===== src/hw/rtl/dvit_pkg.sv =====
// ----------------------------------------------------------------------------
// dvit_pkg
// Shared constants and the response type for the detection vote interval
// tracker: csr indexes, field widths, request command codes, reset values.
// ----------------------------------------------------------------------------
`default_nettype none

package dvit_pkg;

   localparam int LOGIT_W   = 16;
   localparam int LEN_W     = 4;
   localparam int LIMIT_W   = 16;
   localparam int OUT_IDX_W = 32;
   localparam int CSR_IDX_W = 3;
   localparam int CSR_DAT_W = 16;
   localparam int REQ_DAT_W = 32;
   localparam int RSP_DAT_W = 168;

   typedef logic [CSR_IDX_W-1:0] csr_index_type;

   localparam csr_index_type CSR_LOGIT_THRESHOLD   = 3'd0;
   localparam csr_index_type CSR_SMOOTH_LEN        = 3'd1;
   localparam csr_index_type CSR_MAX_RUN_WINDOWS   = 3'd2;
   localparam csr_index_type CSR_MAX_GAP_WINDOWS   = 3'd3;
   localparam csr_index_type CSR_MERGE_GAP_WINDOWS = 3'd4;

   localparam logic CMD_WINDOW = 1'b0;
   localparam logic CMD_FLUSH  = 1'b1;

   localparam logic signed [LOGIT_W-1:0] RST_LOGIT_THRESHOLD   = 16'sd0;
   localparam logic        [LEN_W-1:0]   RST_SMOOTH_LEN        = 4'd5;
   localparam logic        [LIMIT_W-1:0] RST_MAX_RUN_WINDOWS   = 16'd50;
   localparam logic        [LIMIT_W-1:0] RST_MAX_GAP_WINDOWS   = 16'd150;
   localparam logic        [LIMIT_W-1:0] RST_MERGE_GAP_WINDOWS = 16'd26;

   typedef struct packed {
      logic [OUT_IDX_W-1:0] rally_final;
      logic [OUT_IDX_W-1:0] rally_first;
      logic                 rally_done;
      logic [OUT_IDX_W-1:0] hit_final;
      logic [OUT_IDX_W-1:0] hit_first;
      logic                 hit_done;
      logic                 rally_flag;
      logic                 kept_vote;
      logic                 smooth_vote;
      logic                 raw_vote;
      logic [OUT_IDX_W-1:0] window_index;
   } rsp_type;

endpackage

`default_nettype wire


===== src/hw/rtl/detection_vote_interval_tracker.sv =====
// ----------------------------------------------------------------------------
// detection_vote_interval_tracker
// Thresholds classifier logit pairs, majority-smooths the votes, limits run
// length, tracks rally state and merges kept windows into hit intervals.
//
// Usage: each request carries one window (tuser = 0, tdata = logits) or an
// end-of-stream flush (tuser = 1). Every request yields exactly one response
// with the window index, the vote chain, the rally flag and any hit or rally
// interval that closes with it. A flush reports open intervals and clears all
// tracking state; the csr registers keep their values.
// A request passes through the request register and then the response
// register. One request is taken per cycle while rsp_tready is high; the
// single state update per cycle between the two registers sets that rate.
// When rsp_tready is low the response register holds, the request
// register fills, and req_tready drops once both are occupied.
// Reset clears both stages, all tracking state and loads the register
// defaults. csr writes are taken in any cycle but are only meant while idle.
// ----------------------------------------------------------------------------
`default_nettype none

module detection_vote_interval_tracker #(
   parameter int MAX_SMOOTH = 15,
   parameter int INDEX_BITS = 32
) (
   input  wire logic                                 clock,
   input  wire logic                                 reset,
   // request channel
   input  wire logic                                 req_tvalid,
   output      logic                                 req_tready,
   input  wire logic [dvit_pkg::REQ_DAT_W-1:0]       req_tdata,  // logit_neg, logit_pos
   input  wire logic                                 req_tuser,  // cmd
   // response channel
   output      logic                                 rsp_tvalid,
   input  wire logic                                 rsp_tready,
   // window_index, raw_vote, smooth_vote, kept_vote, rally_flag, hit_done,
   // hit_first, hit_final, rally_done, rally_first, rally_final, zero pad
   output      logic [dvit_pkg::RSP_DAT_W-1:0]       rsp_tdata,
   // csr write port
   input  wire logic                                 csr_wen,
   input  wire dvit_pkg::csr_index_type              csr_index,
   input  wire logic [dvit_pkg::CSR_DAT_W-1:0]       csr_wdata
);

   localparam int FILL_W = $clog2(MAX_SMOOTH + 1);
   localparam int SUM_W  = FILL_W + 1;
   localparam int EXT_W  = INDEX_BITS + dvit_pkg::OUT_IDX_W;
   localparam int RSP_W  = $bits(dvit_pkg::rsp_type);

   // csr registers
   logic signed [dvit_pkg::LOGIT_W-1:0] thresh_ff;
   logic [dvit_pkg::LEN_W-1:0]          smooth_len_ff;
   logic [dvit_pkg::LIMIT_W-1:0]        max_run_ff;
   logic [dvit_pkg::LIMIT_W-1:0]        max_gap_ff;
   logic [dvit_pkg::LIMIT_W-1:0]        merge_gap_ff;

   // request stage
   logic                                in_valid_ff;
   logic                                in_cmd_ff;
   logic signed [dvit_pkg::LOGIT_W-1:0] in_neg_ff;
   logic signed [dvit_pkg::LOGIT_W-1:0] in_pos_ff;

   // response stage
   logic                                out_valid_ff;
   dvit_pkg::rsp_type                   out_data_ff;
   dvit_pkg::rsp_type                   out_data_in;

   // tracking state
   logic [MAX_SMOOTH-1:0] hist_ff,         hist_in;
   logic [FILL_W-1:0]     fill_ff,         fill_in;
   logic [INDEX_BITS-1:0] counter_ff,      counter_in;
   logic                  run_active_ff,   run_active_in;
   logic [INDEX_BITS-1:0] run_begin_ff,    run_begin_in;
   logic [INDEX_BITS-1:0] last_hit_ff,     last_hit_in;
   logic                  rally_active_ff, rally_active_in;
   logic [INDEX_BITS-1:0] rally_begin_ff,  rally_begin_in;
   logic                  hit_open_ff,     hit_open_in;
   logic [INDEX_BITS-1:0] hit_begin_ff,    hit_begin_in;
   logic [INDEX_BITS-1:0] hit_latest_ff,   hit_latest_in;

   logic                  advance;
   logic signed [dvit_pkg::LOGIT_W:0] diff;
   logic                  raw;
   logic [FILL_W-1:0]     len;
   logic [MAX_SMOOTH:0]   hist_shift;
   logic [SUM_W-1:0]      vote_sum;
   logic                  smooth;
   logic                  kept;
   logic                  rally_close;
   logic                  hit_close;
   logic [INDEX_BITS-1:0] rally_final_idx;

   function automatic logic [dvit_pkg::OUT_IDX_W-1:0] to_out(
      input logic [INDEX_BITS-1:0] v
   );
      logic [EXT_W-1:0] ext;
      ext = {{dvit_pkg::OUT_IDX_W{1'b0}}, v};
      return ext[dvit_pkg::OUT_IDX_W-1:0];
   endfunction

   function automatic logic [INDEX_BITS-1:0] limit_ext(
      input logic [dvit_pkg::LIMIT_W-1:0] v
   );
      return {{(INDEX_BITS - dvit_pkg::LIMIT_W){1'b0}}, v};
   endfunction

   assign advance    = in_valid_ff && (!out_valid_ff || rsp_tready);
   assign req_tready = !in_valid_ff || advance;
   assign rsp_tvalid = out_valid_ff;
   assign rsp_tdata  = {{(dvit_pkg::RSP_DAT_W - RSP_W){1'b0}}, out_data_ff};

   always_ff @(posedge clock) begin
      if (reset) begin
         thresh_ff     <= dvit_pkg::RST_LOGIT_THRESHOLD;
         smooth_len_ff <= dvit_pkg::RST_SMOOTH_LEN;
         max_run_ff    <= dvit_pkg::RST_MAX_RUN_WINDOWS;
         max_gap_ff    <= dvit_pkg::RST_MAX_GAP_WINDOWS;
         merge_gap_ff  <= dvit_pkg::RST_MERGE_GAP_WINDOWS;
      end else if (csr_wen) begin
         case (csr_index)
            dvit_pkg::CSR_LOGIT_THRESHOLD:   thresh_ff     <= csr_wdata;
            dvit_pkg::CSR_SMOOTH_LEN:        smooth_len_ff <= csr_wdata[dvit_pkg::LEN_W-1:0];
            dvit_pkg::CSR_MAX_RUN_WINDOWS:   max_run_ff    <= csr_wdata;
            dvit_pkg::CSR_MAX_GAP_WINDOWS:   max_gap_ff    <= csr_wdata;
            dvit_pkg::CSR_MERGE_GAP_WINDOWS: merge_gap_ff  <= csr_wdata;
            default: ;
         endcase
      end
   end

   // request register
   always_ff @(posedge clock) begin
      if (reset) begin
         in_valid_ff <= 1'b0;
      end else if (req_tready) begin
         in_valid_ff <= req_tvalid;
      end
   end

   always_ff @(posedge clock) begin
      if (req_tready && req_tvalid) begin
         in_cmd_ff <= req_tuser;
         in_neg_ff <= req_tdata[dvit_pkg::LOGIT_W-1:0];
         in_pos_ff <= req_tdata[2*dvit_pkg::LOGIT_W-1:dvit_pkg::LOGIT_W];
      end
   end

   // vote chain
   always_comb begin
      diff = {in_pos_ff[dvit_pkg::LOGIT_W-1], in_pos_ff}
           - {in_neg_ff[dvit_pkg::LOGIT_W-1], in_neg_ff};
      raw  = (diff >= $signed({thresh_ff[dvit_pkg::LOGIT_W-1], thresh_ff}));

      if (smooth_len_ff == '0) begin
         len = FILL_W'(1);
      end else if (32'(smooth_len_ff) > MAX_SMOOTH) begin
         len = FILL_W'(MAX_SMOOTH);
      end else begin
         len = FILL_W'(smooth_len_ff);
      end

      hist_shift = {hist_ff, raw};
      vote_sum   = '0;
      for (int i = 0; i < MAX_SMOOTH; i++) begin
         if (32'(i) < 32'(fill_in) && hist_shift[i]) begin
            vote_sum = vote_sum + SUM_W'(1);
         end
      end
      smooth = ({vote_sum, 1'b0} > {2'b00, fill_in});

      kept = smooth && !(run_active_ff
                         && ((counter_ff - run_begin_ff) > limit_ext(max_run_ff)));

      rally_close = !kept && rally_active_ff
                    && ((counter_ff - last_hit_ff) > limit_ext(max_gap_ff));
      hit_close   = hit_open_ff
                    && ((counter_ff - hit_latest_ff) > limit_ext(merge_gap_ff));
   end

   always_comb begin
      fill_in = (fill_ff < len) ? fill_ff + FILL_W'(1) : len;
   end

   // state and response update
   always_comb begin
      hist_in         = hist_ff;
      counter_in      = counter_ff;
      run_active_in   = run_active_ff;
      run_begin_in    = run_begin_ff;
      last_hit_in     = last_hit_ff;
      rally_active_in = rally_active_ff;
      rally_begin_in  = rally_begin_ff;
      hit_open_in     = hit_open_ff;
      hit_begin_in    = hit_begin_ff;
      hit_latest_in   = hit_latest_ff;
      rally_final_idx = counter_ff - INDEX_BITS'(1);
      out_data_in     = '0;
      out_data_in.window_index = to_out(counter_ff);

      if (in_cmd_ff == dvit_pkg::CMD_FLUSH) begin
         if (hit_open_ff) begin
            out_data_in.hit_done  = 1'b1;
            out_data_in.hit_first = to_out(hit_begin_ff);
            out_data_in.hit_final = to_out(hit_latest_ff);
         end
         if (rally_active_ff) begin
            out_data_in.rally_done  = 1'b1;
            out_data_in.rally_first = to_out(rally_begin_ff);
            out_data_in.rally_final = (counter_ff == '0) ? '0 : to_out(rally_final_idx);
         end
         hist_in         = '0;
         counter_in      = '0;
         run_active_in   = 1'b0;
         run_begin_in    = '0;
         last_hit_in     = '0;
         rally_active_in = 1'b0;
         rally_begin_in  = '0;
         hit_open_in     = 1'b0;
         hit_begin_in    = '0;
         hit_latest_in   = '0;
      end else begin
         hist_in = hist_shift[MAX_SMOOTH-1:0];

         if (smooth) begin
            if (!run_active_ff) begin
               run_active_in = 1'b1;
               run_begin_in  = counter_ff;
            end
         end else begin
            run_active_in = 1'b0;
         end

         if (kept) begin
            last_hit_in = counter_ff;
            if (!rally_active_ff) begin
               rally_active_in = 1'b1;
               rally_begin_in  = counter_ff;
            end
         end else if (rally_close) begin
            rally_active_in         = 1'b0;
            out_data_in.rally_done  = 1'b1;
            out_data_in.rally_first = to_out(rally_begin_ff);
            out_data_in.rally_final = to_out(rally_final_idx);
         end

         if (hit_close) begin
            out_data_in.hit_done  = 1'b1;
            out_data_in.hit_first = to_out(hit_begin_ff);
            out_data_in.hit_final = to_out(hit_latest_ff);
         end
         if (kept) begin
            hit_open_in   = 1'b1;
            hit_latest_in = counter_ff;
            if (!hit_open_ff || hit_close) begin
               hit_begin_in = counter_ff;
            end
         end else if (hit_close) begin
            hit_open_in = 1'b0;
         end

         out_data_in.raw_vote    = raw;
         out_data_in.smooth_vote = smooth;
         out_data_in.kept_vote   = kept;
         out_data_in.rally_flag  = rally_active_in;
         if (!(&counter_ff)) begin
            counter_in = counter_ff + INDEX_BITS'(1);
         end
      end
   end

   always_ff @(posedge clock) begin
      if (reset) begin
         hist_ff         <= '0;
         fill_ff         <= '0;
         counter_ff      <= '0;
         run_active_ff   <= 1'b0;
         run_begin_ff    <= '0;
         last_hit_ff     <= '0;
         rally_active_ff <= 1'b0;
         rally_begin_ff  <= '0;
         hit_open_ff     <= 1'b0;
         hit_begin_ff    <= '0;
         hit_latest_ff   <= '0;
      end else if (advance) begin
         hist_ff         <= hist_in;
         fill_ff         <= (in_cmd_ff == dvit_pkg::CMD_FLUSH) ? '0 : fill_in;
         counter_ff      <= counter_in;
         run_active_ff   <= run_active_in;
         run_begin_ff    <= run_begin_in;
         last_hit_ff     <= last_hit_in;
         rally_active_ff <= rally_active_in;
         rally_begin_ff  <= rally_begin_in;
         hit_open_ff     <= hit_open_in;
         hit_begin_ff    <= hit_begin_in;
         hit_latest_ff   <= hit_latest_in;
      end
   end

   // response register
   always_ff @(posedge clock) begin
      if (reset) begin
         out_valid_ff <= 1'b0;
      end else if (advance) begin
         out_valid_ff <= 1'b1;
      end else if (rsp_tready) begin
         out_valid_ff <= 1'b0;
      end
   end

   always_ff @(posedge clock) begin
      if (advance) begin
         out_data_ff <= out_data_in;
      end
   end

endmodule

`default_nettype wire

===== config.mk =====
export PLATFORM = sky130hd
export DESIGN_NAME = detection_vote_interval_tracker
export DESIGN_NICKNAME = d
export VERILOG_FILES = /design/src/hw/rtl/dvit_pkg.sv /design/src/hw/rtl/detection_vote_interval_tracker.sv
export SDC_FILE = /design/constraint.sdc
export NUM_CORES = 1
export LEC_CHECK = 0
export BUFFER_PORTS_ARGS = -buffer_cell sky130_fd_sc_hd__buf_2
export CAP_MARGIN = 20
export CORE_MARGIN = 1.5
export CORE_UTILIZATION = 40
export DETAILED_ROUTE_END_ITERATION = 10
export PLACE_DENSITY = 0.62
export REMOVE_ABC_BUFFERS = 1
export SYNTH_ARGS = -nofsm -noshare
export SYNTH_HDL_FRONTEND = slang
export SYNTH_SLANG_ARGS = --single-unit

===== constraint.sdc =====
create_clock -name clock -period 18.47 [get_ports clock]
set_clock_uncertainty 0.15 [all_clocks]
set_input_delay 0.9235 -clock clock [delete_from_list [all_inputs] [get_ports clock]]
set_output_delay 0.9235 -clock clock [all_outputs]
set_load 0.02 [all_outputs]

Word level (Yosys, flattened, before mapping)
Index checks and enable logic that the tools add are counted.

Register bits: 450. Input port bits: 57. Output and inout port bits: 170. Logic and storage cells: 178.

Add/subtract/negate cells: 20. $lt $le $gt $ge: 21. Equal/unequal tests: 7. Muxes and demuxes: 49. Reduce and logical (&&, ||, !) cells: 50.

Operators by type and width (count): $mux W32 (14); $mux W65 (5); $mux W130 (1); $gt A32 B16 Y1 (3); $add A5 B1 Y5 const B (14); $mux W5 (14); $sub A32 B32 Y32 (2); $add A32 B1 Y32 const B (1); $logic_not A32 Y1 (1); $reduce_and A32 Y1 (1); $sub A32 B1 Y32 const B (1); $lt A4 B4 Y1 const A (7); $logic_and A1 B1 Y1 (22); $ge A17 B16 Y1 (1); $sub A16 B16 Y17 (1); $lt A3 B4 Y1 const A (4); $reduce_and A2 Y1 (8); $mux W14 (1); $mux W4 (3); $mux W1 (11); $reduce_and A3 Y1 (3); $lt A1 B4 Y1 const A (2); $lt A2 B4 Y1 const A (2); $reduce_bool A2 Y1 (4); other kinds (12) (21).

Longest topological paths before layout
Depth after elaboration: 43. Depth in mapped cells: 78.

Worst setup path before layout
OpenSTA, ideal clock, no wires.

Kind: register to register. Start point: register in_neg_ff[1] in the netlist's numbering. End point: register out_data_ff, in the netlist rsp_tdata[143] (data pin). Library setup time: 0.152 ns. Data arrival time: 12.952 ns. Setup slack: 5.217 ns. Cell stages (with the launch flop): 76. Path buffers: 1. Clock period less this slack: 13.253 ns. Path through: edfxtp_1 inv_1 ha_1 nor2b_1 o21ai_0 nand2b_1 a21o_1 a21o_1 a21o_1 a21o_1 a21o_1 a21o_1 a21o_1 a21o_1 a21oi_1 nor2b_1 o21ai_0 nand2b_1 [... 40 more ...] ha_1 nand2_1 o21ai_0 ha_1 mux2_2 ha_1 mux2_2 ha_1 a21o_1 a21oi_1 a41oi_1 nor2b_1 mux2i_2 a211oi_2 nor3_1 o31a_1 buf_6 nor3_2.

RTL lines: from (decl) (line detection_vote_interval_tracker.sv:59) `logic signed [dvit_pkg::LOGIT_W-1:0] in_neg_ff;`; from (signal assigned) (line detection_vote_interval_tracker.sv:142) `in_neg_ff <= req_tdata[dvit_pkg::LOGIT_W-1:0];`; to (signal assigned) (line detection_vote_interval_tracker.sv:311) `out_data_ff <= out_data_in;`; to (decl) (line detection_vote_interval_tracker.sv:64) `dvit_pkg::rsp_type out_data_ff;`.

Worst setup path in the final report
Start point: register in_neg_ff[1] in the netlist's numbering. End point: register rally_begin_ff[8].

Word-level cells in the longest chain between the ends: 36.

Ends and longest elaborated chain: $sub A16 B16 Y17 (*) (line detection_vote_interval_tracker.sv:150) `- {in_neg_ff[dvit_pkg::LOGIT_W-1], in_neg_ff};`; $ge A17 B16 Y1 (*) (line detection_vote_interval_tracker.sv:151) `raw = (diff >= $signed({thresh_ff[dvit_pkg::LOGIT_W-1], thresh_ff}));`; $logic_and A1 B1 Y1 (*) (line detection_vote_interval_tracker.sv:164) `if (32'(i) < 32'(fill_in) && hist_shift[i]) begin`; $mux W1 (*) (line detection_vote_interval_tracker.sv:164); $add A5 B1 Y5 (line detection_vote_interval_tracker.sv:165) `vote_sum = vote_sum + SUM_W'(1);`; $mux W5 (*) (line detection_vote_interval_tracker.sv:164); $add A5 B1 Y5 (line detection_vote_interval_tracker.sv:165); $mux W5 (*) (line detection_vote_interval_tracker.sv:164); [... 20 more ...]; $add A5 B1 Y5 (line detection_vote_interval_tracker.sv:165); $mux W5 (*) (line detection_vote_interval_tracker.sv:164); $add A5 B1 Y5 (line detection_vote_interval_tracker.sv:165); $mux W5 (*) (line detection_vote_interval_tracker.sv:164); $gt A6 B4 Y1 (*) (line detection_vote_interval_tracker.sv:168) `smooth = ({vote_sum, 1'b0} > {2'b00, fill_in});`; $logic_and A1 B1 Y1 (*) (line detection_vote_interval_tracker.sv:170) `kept = smooth && !(run_active_ff`; $reduce_bool A2 Y1 (no source line) (*); $reduce_and A3 Y1 (no source line) (*); to (signal assigned) (line detection_vote_interval_tracker.sv:291) `rally_begin_ff <= rally_begin_in;`; to (decl) (line detection_vote_interval_tracker.sv:75) `logic [INDEX_BITS-1:0] rally_begin_ff, rally_begin_in;`.

Mark *: on every way between the ends. The rest lies on a longest branch, timed or not. A chain may end at the register's enable or synchronous reset.

==> load_flow_metrics.sql <==
INSERT INTO impl_metrics (metric_group, metric, value, unit) VALUES
('worst_setup_path', 'r2r_end', 'rally_begin_ff[8]', ''),
('logic_synthesis', 'synth_edf_count', '199', ''),
('worst_setup_path', 'slowest_stage', 'sky130_fd_sc_hd__nand4_1', ''),
('clock_tree', 'clock_sinks', '450', ''),
('worst_setup_path', 'worstSetupStartpoint', 'in_neg_ff[1]', ''),
('sta', 'hold_violations', '0', ''),
('worst_setup_path', 'worst_setup_path_endpoint', 'rally_begin_ff[8]', ''),
('sta', 'final_critical_path_setup_slack', '2.73', 'ns'),
('clock_tree', 'clk-insertion-delay-late', '0.61', 'ns'),
('power', 'power_switching_share', '25.7', '%'),
('drt', 'drcViolationCount', '0', ''),
('die', 'floorplan.initialDensity', '40.6', '%'),
('final_layout', 'drive_above_1_share', '15.3', '%'),
('global_route', 'grt_overflow_total', '0', ''),
('global_route', 'grt_start_max_net_pins', '117', ''),
('sta', 'unrepaired_setup_endpoints_after_global_routing', 'no', ''),
('drt', 'avgRoutedWirePerCell', '17.9', 'µm'),
('logic_synthesis', 'synth_top_flop_cell', 'sky130_fd_sc_hd__dfxtp_1', ''),
('logic_synthesis', 'post_synth_inst_count', '2556', ''),
('worst_setup_path', 'required', '18.79', 'ns'),
('logic_synthesis', 'post_synth.cell_area_avg', '9.61', 'µm²'),
('clock_tree', 'cts.root.buffer_cell', 'sky130_fd_sc_hd__clkbuf_16', ''),
('logic_synthesis', 'yosys_register_bits', '450', ''),
('sta', 'tightestPinTransition', '1.03', 'ns'),
('worst_setup_path', 'worst_path_most_repeated_cell', 'sky130_fd_sc_hd__ha_1', ''),
('logic_synthesis', 'seq_area_frac_synth', '44.8', '%'),
('drt', 'drtIter0Drc', '1045', ''),
('power', 'total_switching_power', '0.000600', 'W'),
('global_route', 'grt_util_all_layers', '19.9', '%'),
('drt', 'detail_route.vias_per_cell', '5.36', ''),
('sta', 'finalCritPeriodShare', '85.2', '%'),
('place', 'gp_congestion', '0.908', ''),
('worst_setup_path', 'regToRegStartpoint', 'in_neg_ff[1]', ''),
('drt', 'postRouteWirelength', '64300', 'µm'),
('logic_synthesis', 'async_flop_share', '0', '%'),
('worst_setup_path', 'worstRegToRegCells', '75', ''),
('power', 'power.sequential.fraction', '46.1', '%'),
('drt', 'drtAntennaViolNets', '0', ''),
('worst_setup_path', 'critical_path_class', 'flop to flop', ''),
('power', 'static_leakage', '11.6', 'nW'),
('worst_setup_path', 'arrival', '16.06', 'ns'),
('clock_tree', 'clock_tree.htree_level_count', '2', ''),
('power', 'power_density', '82.6', 'nW/µm²'),
('flow_run', 'maxCapViolations', '0', ''),
('clock_tree', 'postCtsResizedCells', '0', ''),
('min_path', 'hold_path_class', 'flop to flop', ''),
('worst_setup_path', 'reg2reg_setup_slack', '2.73', 'ns'),
('logic_synthesis', 'synth_cell_type_count', '94', ''),
('drt', 'dr_total_vias', '19200', ''),
('clock_tree', 'clk_transition_reported_paths', '0.06', 'ns'),
('sta', 'holdWs', '0.305', 'ns'),
('sta', 'timing_max_transition_violations_final', '0', ''),
('final_layout', 'syn_to_final_growth', '14.9', '%'),
('global_route', 'grt_pass1_wl', '101000', 'µm'),
('power', 'power_frac_clock', '42.8', '%'),
('status', 'outcome', 'finished, final reports clean', ''),
('drt', 'drt-pass1-iter-count', '5', ''),
('power', 'p_comb_share', '11.1', '%'),
('clock_tree', 'cts_setup_buffers', '0', ''),
('sta', 'achievable-frequency', '63.5', 'MHz'),
('final_layout', 'fin_nets', '2987', ''),
('clock_tree', 'ctsHoldBuffers', '0', ''),
('sta', 'fin_setup_tns', '0', 'ns'),
('clock_tree', 'tritoncts.num_buffers', '49', ''),
('global_route', 'vias_in_the_first_global_route', '18800', ''),
('die', 'die_area', '62900', 'µm²'),
('die', 'die_width', '251', 'µm'),
('clock_tree', 'tritoncts', 'built', ''),
('worst_setup_path', 'endpoint_kind', 'flop', ''),
('die', 'die_y', '251', 'µm'),
('logic_synthesis', 'number_of_warnings_reported_in_the_yosys_synthesis_log', '0', '');
==> placed cells by master (no fill, tap or decap), types with 10 or more instances in the layout <==
master	Yosys	layout
sky130_fd_sc_hd__a211oi_1	10	10
sky130_fd_sc_hd__a21o_1	55	55
sky130_fd_sc_hd__a21oi_1	167	165
sky130_fd_sc_hd__a22o_1	64	64
sky130_fd_sc_hd__a31oi_1	13	13
sky130_fd_sc_hd__and2_1	110	110
sky130_fd_sc_hd__and3_1	39	39
sky130_fd_sc_hd__buf_2	19	224
sky130_fd_sc_hd__buf_4	8	43
sky130_fd_sc_hd__clkbuf_1	80	11
sky130_fd_sc_hd__clkbuf_16	0	49
sky130_fd_sc_hd__dfxtp_1	251	251
sky130_fd_sc_hd__edfxtp_1	199	199
sky130_fd_sc_hd__ha_1	167	167
sky130_fd_sc_hd__inv_1	194	194
sky130_fd_sc_hd__mux2i_1	75	75
sky130_fd_sc_hd__nand2_1	312	312
sky130_fd_sc_hd__nand2b_1	25	25
sky130_fd_sc_hd__nand3_1	54	54
sky130_fd_sc_hd__nand4_1	30	30
sky130_fd_sc_hd__nor2_1	159	158
sky130_fd_sc_hd__nor2b_1	24	24
sky130_fd_sc_hd__nor3_1	25	25
sky130_fd_sc_hd__nor3_2	31	31
sky130_fd_sc_hd__nor4_1	19	19
sky130_fd_sc_hd__o211ai_1	21	21
sky130_fd_sc_hd__o21a_1	16	16
sky130_fd_sc_hd__o21ai_0	63	62
sky130_fd_sc_hd__o31ai_1	10	10
sky130_fd_sc_hd__or3_1	11	11
sky130_fd_sc_hd__xnor2_1	73	73
sky130_fd_sc_hd__xor2_1	55	55
==> cell usage after synthesis, types with 10 or more instances <==
library cell | number | area share (%)
sky130_fd_sc_hd__o31ai_1 | 10 | 0.31
sky130_fd_sc_hd__nor2b_1 | 24 | 0.61
sky130_fd_sc_hd__xnor2_1 | 73 | 2.6
sky130_fd_sc_hd__a21o_1 | 55 | 1.7
sky130_fd_sc_hd__a211oi_1 | 10 | 0.31
sky130_fd_sc_hd__o21ai_0 | 63 | 1.3
sky130_fd_sc_hd__a31oi_1 | 13 | 0.33
sky130_fd_sc_hd__mux2i_1 | 75 | 3.1
sky130_fd_sc_hd__dfxtp_1 | 251 | 20
sky130_fd_sc_hd__a22o_1 | 64 | 2.3
sky130_fd_sc_hd__or3_1 | 11 | 0.28
sky130_fd_sc_hd__nor4_1 | 19 | 0.48
sky130_fd_sc_hd__nand2_1 | 312 | 4.8
sky130_fd_sc_hd__xor2_1 | 55 | 2.0
sky130_fd_sc_hd__ha_1 | 167 | 8.5
sky130_fd_sc_hd__nand4_1 | 30 | 0.76
sky130_fd_sc_hd__nor3_2 | 31 | 1.3
sky130_fd_sc_hd__nor3_1 | 25 | 0.51
sky130_fd_sc_hd__o211ai_1 | 21 | 0.64
sky130_fd_sc_hd__nand2b_1 | 25 | 0.64
sky130_fd_sc_hd__o21a_1 | 16 | 0.49
sky130_fd_sc_hd__and3_1 | 39 | 0.99
sky130_fd_sc_hd__inv_1 | 194 | 3.0
sky130_fd_sc_hd__nor2_1 | 159 | 2.4
sky130_fd_sc_hd__and2_1 | 110 | 2.8
sky130_fd_sc_hd__nand3_1 | 54 | 1.1
sky130_fd_sc_hd__edfxtp_1 | 199 | 24
sky130_fd_sc_hd__a21oi_1 | 167 | 3.4
sky130_fd_sc_hd__clkbuf_1 | 80 | 1.2
sky130_fd_sc_hd__buf_2 | 19 | 0.39
==> layer usage <==
metal | up-vias | routed length [µm] | global-route usage, %
li1 | 9423 | - | -
met1 | 9168 | 28600 | 25.6
met2 | 486 | 30500 | 34.1
met3 | 117 | 2910 | 2.50
met4 | 2 | 2250 | 7.69
met5 | - | 7 | 0
==> how the worst min path moves through the flow <==
stage,from,endpoint,slack (ns),depth (start not counted)
global placement,hit_begin_ff[2],hit_begin_ff[2],0.29,2
CTS,hit_begin_ff[16],hit_begin_ff[16],0.31,2
detailed placement,hit_begin_ff[30],hit_begin_ff[30],0.30,2
finish,merge_gap_ff[11],merge_gap_ff[11],0.31,2
floorplan,hit_begin_ff[0],hit_begin_ff[0],0.28,2
global route,hit_begin_ff[25],hit_begin_ff[25],0.32,2
==> state kept, by name, summed over array words and instances, names as in the netlist, 14 cells and up <==
signal          count
in_neg_ff          16
counter_ff         32
rally_begin_ff     32
max_run_ff         16
max_gap_ff         16
run_begin_ff       32
hist_ff            14
rsp_tdata         166
in_pos_ff          16
hit_begin_ff       32
thresh_ff          16
merge_gap_ff       16
hit_latest_ff      32
==> kinds of logic (layout without fill, tap and decap cells) <==
family | Yosys count | in the layout | share of synthesized area, %
AND/OR/NAND/NOR | 875 | 875 | 18.0
AO/OA/AOI/OAI | 525 | 525 | 14.6
flip-flops | 450 | 450 | 44.8
multiplexers | 82 | 82 | 3.39
adder cells (fa/ha/maj) | 170 | 170 | 8.75
XOR/XNOR | 137 | 137 | 5.34
buffers and inverters | 316 | 559 | 5.14
other | 1 | 4 | 0.0153
==> power groups by stage <==
stage / logic [W] / registers [W] / clock network [W]
final: 0.000258 / 0.00108 / 0.000998
after global routing: 0.000283 / 0.00108 / 0.00105
after CTS: 0.000258 / 0.00108 / 0.00102
after detailed placement: 0.000257 / 0.00110 / 0
after global placement: 0.000251 / 0.00110 / 0
after floorplan: 0.000152 / 0.00112 / 0
==> cell type report <==
type	count	area [µm²]	area share, %
Antenna cell	2	5.00	0.0177
Clock buffer	67	1360	4.80
Clock inverter	24	289	1.02
Inverter	200	756	2.68
Multi-Input combinational cell	1791	12400	43.8
Sequential cell	450	11000	39.0
Tap cell	782	978	3.47
Timing Repair Buffer	268	1470	5.21
==> critical path: cells and delay by family, from the launching register on <==
kind / cells / cell delay, ns
adders and majority gates: 12 / 3.51
xor gates and xnor gates: 4 / 0.61
DFF: 1 / 0.41
and+or+nand+nor: 21 / 3.13
AOI/OAI and AO/OA: 30 / 5.78
muxes: 5 / 1.28
buffers and inverters: 3 / 0.75
==> stage by stage <==
stage          instance area, µm²  instances  util [%]  total power, W
6_report                    28200       3584      46.7         0.00233
5_1_grt                     28200       3584      46.7         0.00241
4_1_cts                     28200       3581      46.6         0.00235
3_5_place_dp                26500       3490      43.9         0.00135
3_3_place_gp                26500       3490      43.9         0.00135
2_1_floorplan               24100       2441         -         0.00127
Power figures use the tool's default switching activity.
